`src/assert_macros.svh`:
```
// assertion macros shared by the frame allocator rtl
`ifndef ASSERT_MACROS_SVH
`define ASSERT_MACROS_SVH

`ifndef NO_ASSERTIONS

// same-cycle implication
`define ASSERT_IMP(lbl, clk, rst_n, ante, cons) \
  lbl: assert property (@(posedge clk) disable iff (!rst_n) (ante) |-> (cons)) \
    else $error("assertion failed: same-cycle implication");

// next-cycle implication
`define ASSERT_NXT(lbl, clk, rst_n, ante, cons) \
  lbl: assert property (@(posedge clk) disable iff (!rst_n) (ante) |=> (cons)) \
    else $error("assertion failed: next-cycle implication");

`else

`define ASSERT_IMP(lbl, clk, rst_n, ante, cons)
`define ASSERT_NXT(lbl, clk, rst_n, ante, cons)

`endif

`endif

```
`src/pfa_free_queue.sv`:
```
// free frame fifo storage with registered read and write forwarding
module pfa_free_queue #(
  parameter int MAX_FRAMES = 256,
  parameter int IDX_W      = $clog2(MAX_FRAMES)
) (
  input  logic             clk,
  input  logic [IDX_W-1:0] rd_addr,
  input  logic             wr_en,
  input  logic [IDX_W-1:0] wr_addr,
  input  logic [IDX_W-1:0] wr_data,
  output logic [IDX_W-1:0] rd_data
);

  logic [IDX_W-1:0] mem_r [MAX_FRAMES];
  logic [IDX_W-1:0] rd_mem_r;
  logic [IDX_W-1:0] fwd_data_r;
  logic             fwd_r;

  // storage array, registered read
  always_ff @(posedge clk) begin
    if (wr_en) begin
      mem_r[wr_addr] <= wr_data;
    end
    rd_mem_r <= mem_r[rd_addr];
  end

  // bypass a write that lands on the address being read
  always_ff @(posedge clk) begin
    fwd_r      <= wr_en && (wr_addr == rd_addr);
    fwd_data_r <= wr_data;
  end

  assign rd_data = fwd_r ? fwd_data_r : rd_mem_r;

endmodule

```
`config.mk`:
```
export PLATFORM = sky130hd
export DESIGN_NAME = pfa_free_queue
export DESIGN_NICKNAME = d
export VERILOG_FILES = /design/src/assert_macros.svh /design/src/pfa_free_queue.sv
export SDC_FILE = /design/constraint.sdc
export NUM_CORES = 2
export LEC_CHECK = 0
export BUFFER_PORTS_ARGS = -buffer_cell sky130_fd_sc_hd__buf_2
export CAP_MARGIN = 5
export CORE_MARGIN = 3
export CORE_UTILIZATION = 30
export DETAILED_ROUTE_END_ITERATION = 10
export PLACE_DENSITY = 0.41
export SLEW_MARGIN = 10
export SYNTH_ARGS = -nofsm -noshare
export SYNTH_HDL_FRONTEND = slang
export SYNTH_SLANG_ARGS = --single-unit
```
`constraint.sdc`:
```
create_clock -name clk -period 6.29 [get_ports clk]
set_input_delay 0.9435 -clock clk [delete_from_list [all_inputs] [get_ports clk]]
set_output_delay 0.9435 -clock clk [all_outputs]
set_load 0.05 [all_outputs]
```
==> impl_metrics.py <==
metrics = {
    "floorplanning": {
        "ios": 34,
        "placementRows": 189,
        "die_x_um": 522.9,
        "core_area_mm2": 0.2656,
        "initial_core_util_pct": 30.18,
        "die_h_um": 522.9,
        "die_area_mm2": 0.2734,
    },
    "worst_hold_path": {
        "hold_class": "in2reg",
    },
    "global_routing": {
        "grt-ovfl-total": 0,
        "grt_usage_pct": 17.12,
        "grt_max_degree": 172,
        "grt_pass1_vias": 40110,
        "grt_first_pass_wirelength_um": 329700,
        "antenna_found_initial": 11,
    },
    "setup_path": {
        "rr_endpoint": "rd_mem_r[0]",
        "r2r-start": "mem_r[14][0]",
        "critPathArrivalTime_ns": 4.54,
        "r2r_slack_ns": 3.44,
        "worstPathMaxFanout": 59,
        "r2r_cells": 6,
        "crit_end": "rd_mem_r[0]",
        "startpoint_type": "input port",
        "crit_path_start": "rd_addr[0]",
        "end_kind": "flop",
        "required_ns": 6.98,
        "criticalPathCategory": "in2reg",
    },
    "routing": {
        "vias": 38590,
        "wl_met3_um": 9949,
        "ant_nets": 0,
        "viasPerCell": 5.026,
        "route.top_layer_used": "met5",
        "route.detailed.drc": 0,
        "wl_per_cell_um": 30.65,
        "initialDrtViolationCount": 3454,
        "wl_um": 235300,
        "dr.pass1.iters": 5,
        "wl_met1_um": 104700,
        "wl_met2_um": 115700,
    },
    "power_and_ir_drop": {
        "p_sw_mw": 6.484,
        "pwr-share-seq_pct": 52.0,
        "p_clk_share_pct": 42.8,
        "cellPowerDensity_mw_per_mm2": 319.0,
        "p_leak_nw": 27.91,
        "total_power_mw": 29.21,
        "vdd_drop_max_v": 0.0002830,
        "p_int_mw": 22.72,
        "swShare_pct": 22.20,
        "share_comb_of_total_power_pct": 5.2,
    },
    "finish": {
        "syn2layout_area_growth_pct": 14.24,
        "layout.area.seq_mm2": 0.06184,
        "stdcell_area_mm2": 0.09157,
        "drive_above_1_share_pct": 22.76,
        "multiInputGateArea_mm2": 0.01686,
        "fin_cells": 7678,
        "fillers": 24790,
        "fin_util_pct": 34.48,
        "nNetsFinal": 3976,
    },
    "outcome": {
        "outcome": "finished, final reports clean",
    },
    "yosys": {
        "ys_types": 57,
        "synth_edf_count": 2048,
        "ys_seq_elements": 2065,
        "synth_area_leaders": "edfxtp_1, mux4_2, mux2i_1",
        "netlist_area_mm2": 0.08015,
        "synth_ff_type": "edfxtp_1",
        "yosysWarnings": 0,
        "synth_top_area_cell": "edfxtp_1",
        "synth_nets": 3832,
        "yosysSeqAreaShare_pct": 77.15,
        "synth_top_area_share_pct": 76.73,
        "synth_cells": 3806,
        "synthArstFlopShare_pct": 0,
        "synth.avg_cell_area_um2": 21.06,
    },
    "clock_tree": {
        "cts_tree": "yes",
        "cts_root_buffer": "clkbuf_16",
        "clockBufferDepth": 3,
        "clock_insertion_delay_worst_skew_ns": 0.85,
        "cts_resized": 0,
        "clock_sinks": 2065,
        "h-tree-depth": 4,
        "cts_setup_buffers": 0,
        "cts-buffers-inserted": 219,
        "ctsHoldBuffers": 0,
        "path_clk_slew_ns": 0.06,
    },
    "sta": {
        "setup_viol": 0,
        "setup_ws_ns": 2.446,
        "post-route-period-util_pct": 61.11,
        "fmax_ghz": 0.2601,
        "relSlewSlack_pct": 16.17,
        "fin_skew_ns": 0.03566,
        "whs_ns": 0.5151,
        "tns_ns": 0,
        "post-route-min-period_ns": 3.844,
        "rsz0062_at_grt": "false",
        "final-hold-violation-count": 0,
        "tightest_slew_ns": 1.253,
        "maxSlewViolCount": 0,
    },
    "run": {
        "maxCapViolations": 0,
    },
    "placed_design": {
        "place_congestion": 0.7733,
        "dp.cells": 7262,
        "detailed_place.area_mm2": 0.08467,
        "port_buffers": 33,
        "post-place-ws_ns": 1.600,
        "dp_hpwl_um": 144500,
    },
}
-- cells in the final DEF, fill, tap and decap left out, types with 10 or more instances in the layout --
cell type  synthesis  routed
nand3_1           24      18
a211oi_1          32      32
nor2b_1           21      17
nand4_1           10      10
buf_8              2      10
buf_4             26     105
clkinv_2           0      37
mux2i_1          141     141
a22o_1            13      13
a22oi_1          149     149
dfxtp_1           17      17
buf_2             41      22
a21oi_1           74      74
buf_12            16      25
mux4_1            21      21
nor4_1            26      16
nor4_2             1      11
nand2_1           45      44
bufinv_16          0      13
edfxtp_1        2048    2048
clkbuf_1          98      53
nor2_1           290     289
o22ai_1           46      46
mux2_2            27      27
o221ai_1          46      46
clkbuf_16          0     222
o21ai_0           30      30
mux4_2           412     412
clkinv_1           0      58
-- how the worst min path moves through the flow --
stage	from	to	slack [ns]	cells past startpoint
6_report	wr_data[4]	mem_r[74][4]	0.52	1
5_1_grt	wr_data[4]	mem_r[74][4]	0.47	1
4_1_cts	wr_data[4]	mem_r[74][4]	0.44	1
3_5_place_dp	mem_r[68][3]	rd_mem_r[3]	1.12	5
3_3_place_gp	mem_r[68][3]	rd_mem_r[3]	1.10	5
2_1_floorplan	mem_r[38][4]	rd_mem_r[4]	0.87	4
-- metal layers --
layer,vias up,track usage [%]
li1,16270,-
met1,21150,23.86
met2,901,28.39
met3,272,2.499
met4,4,3.868
met5,-,0
-- area by class of cell --
| cell class | instances | area share [%] |
|---|---|---|
| antenna | 7 | 0.01913 |
| clock buffer | 282 | 6.389 |
| clock inverter | 127 | 1.125 |
| inverter | 2 | 0.008198 |
| multi-input combinational | 1500 | 18.41 |
| sequential | 2065 | 67.53 |
| tap | 3533 | 4.827 |
| timing repair buffer | 162 | 1.692 |
-- Yosys cell counts, types with 10 or more instances --
cell type  count
nor4_1        26
dfxtp_1       17
o22ai_1       46
nor3_1        10
nand3_1       24
buf_6         26
nand2_1       45
buf_2         41
buf_12        16
nor2_1       290
a22oi_1      149
o21ai_0       30
mux2_2        27
mux2i_1      141
buf_4         26
mux4_2       412
buf_1         21
a211oi_1      32
a21oi_1       74
a22o_1        13
o221ai_1      46
clkbuf_1      98
edfxtp_1    2048
nand4_1       10
nor2b_1       21
mux4_1        21
-- power by group through the flow --
stage | combinational [mW] | sequential (mW) | clock, mW
after global routing | 1.61 | 15.2 | 13.4
after CTS | 1.57 | 15.2 | 12.8
final | 1.52 | 15.2 | 12.5
after floorplan | 0.792 | 15.5 | 0
after global placement | 1.56 | 15.5 | 0
after detailed placement | 1.57 | 15.5 | 0
-- state kept, by name, summed over array words and instances (netlist names) --
signal,cells
fwd_data_r,8
mem_r,2048
fwd_r,1
rd_mem_r,8
-- cell families (layout without fill, tap and decap cells) --
group                     after synthesis  count (layout)  share of synthesized area (%)
xor gates and xnor gates                8               8                        0.08742
DFF                                  2065            2065                          77.15
AOI/OAI and AO/OA                     418             418                          3.643
muxes                                 601             601                          14.40
and+or+nand+nor                       473             473                          2.708
other                                   0               7                              0
buffers and inverters                 241             573                          2.006
-- worst max-delay path: stages --
cell      delay, ns
buf_8          0.50
buf_12         0.41
mux4_2         0.62
a22oi_1        0.34
o31ai_1        0.16
o221ai_1       0.32
o221ai_1       0.60
nor4b_2        0.39
Note: power is estimated with default switching activity, not from simulation.
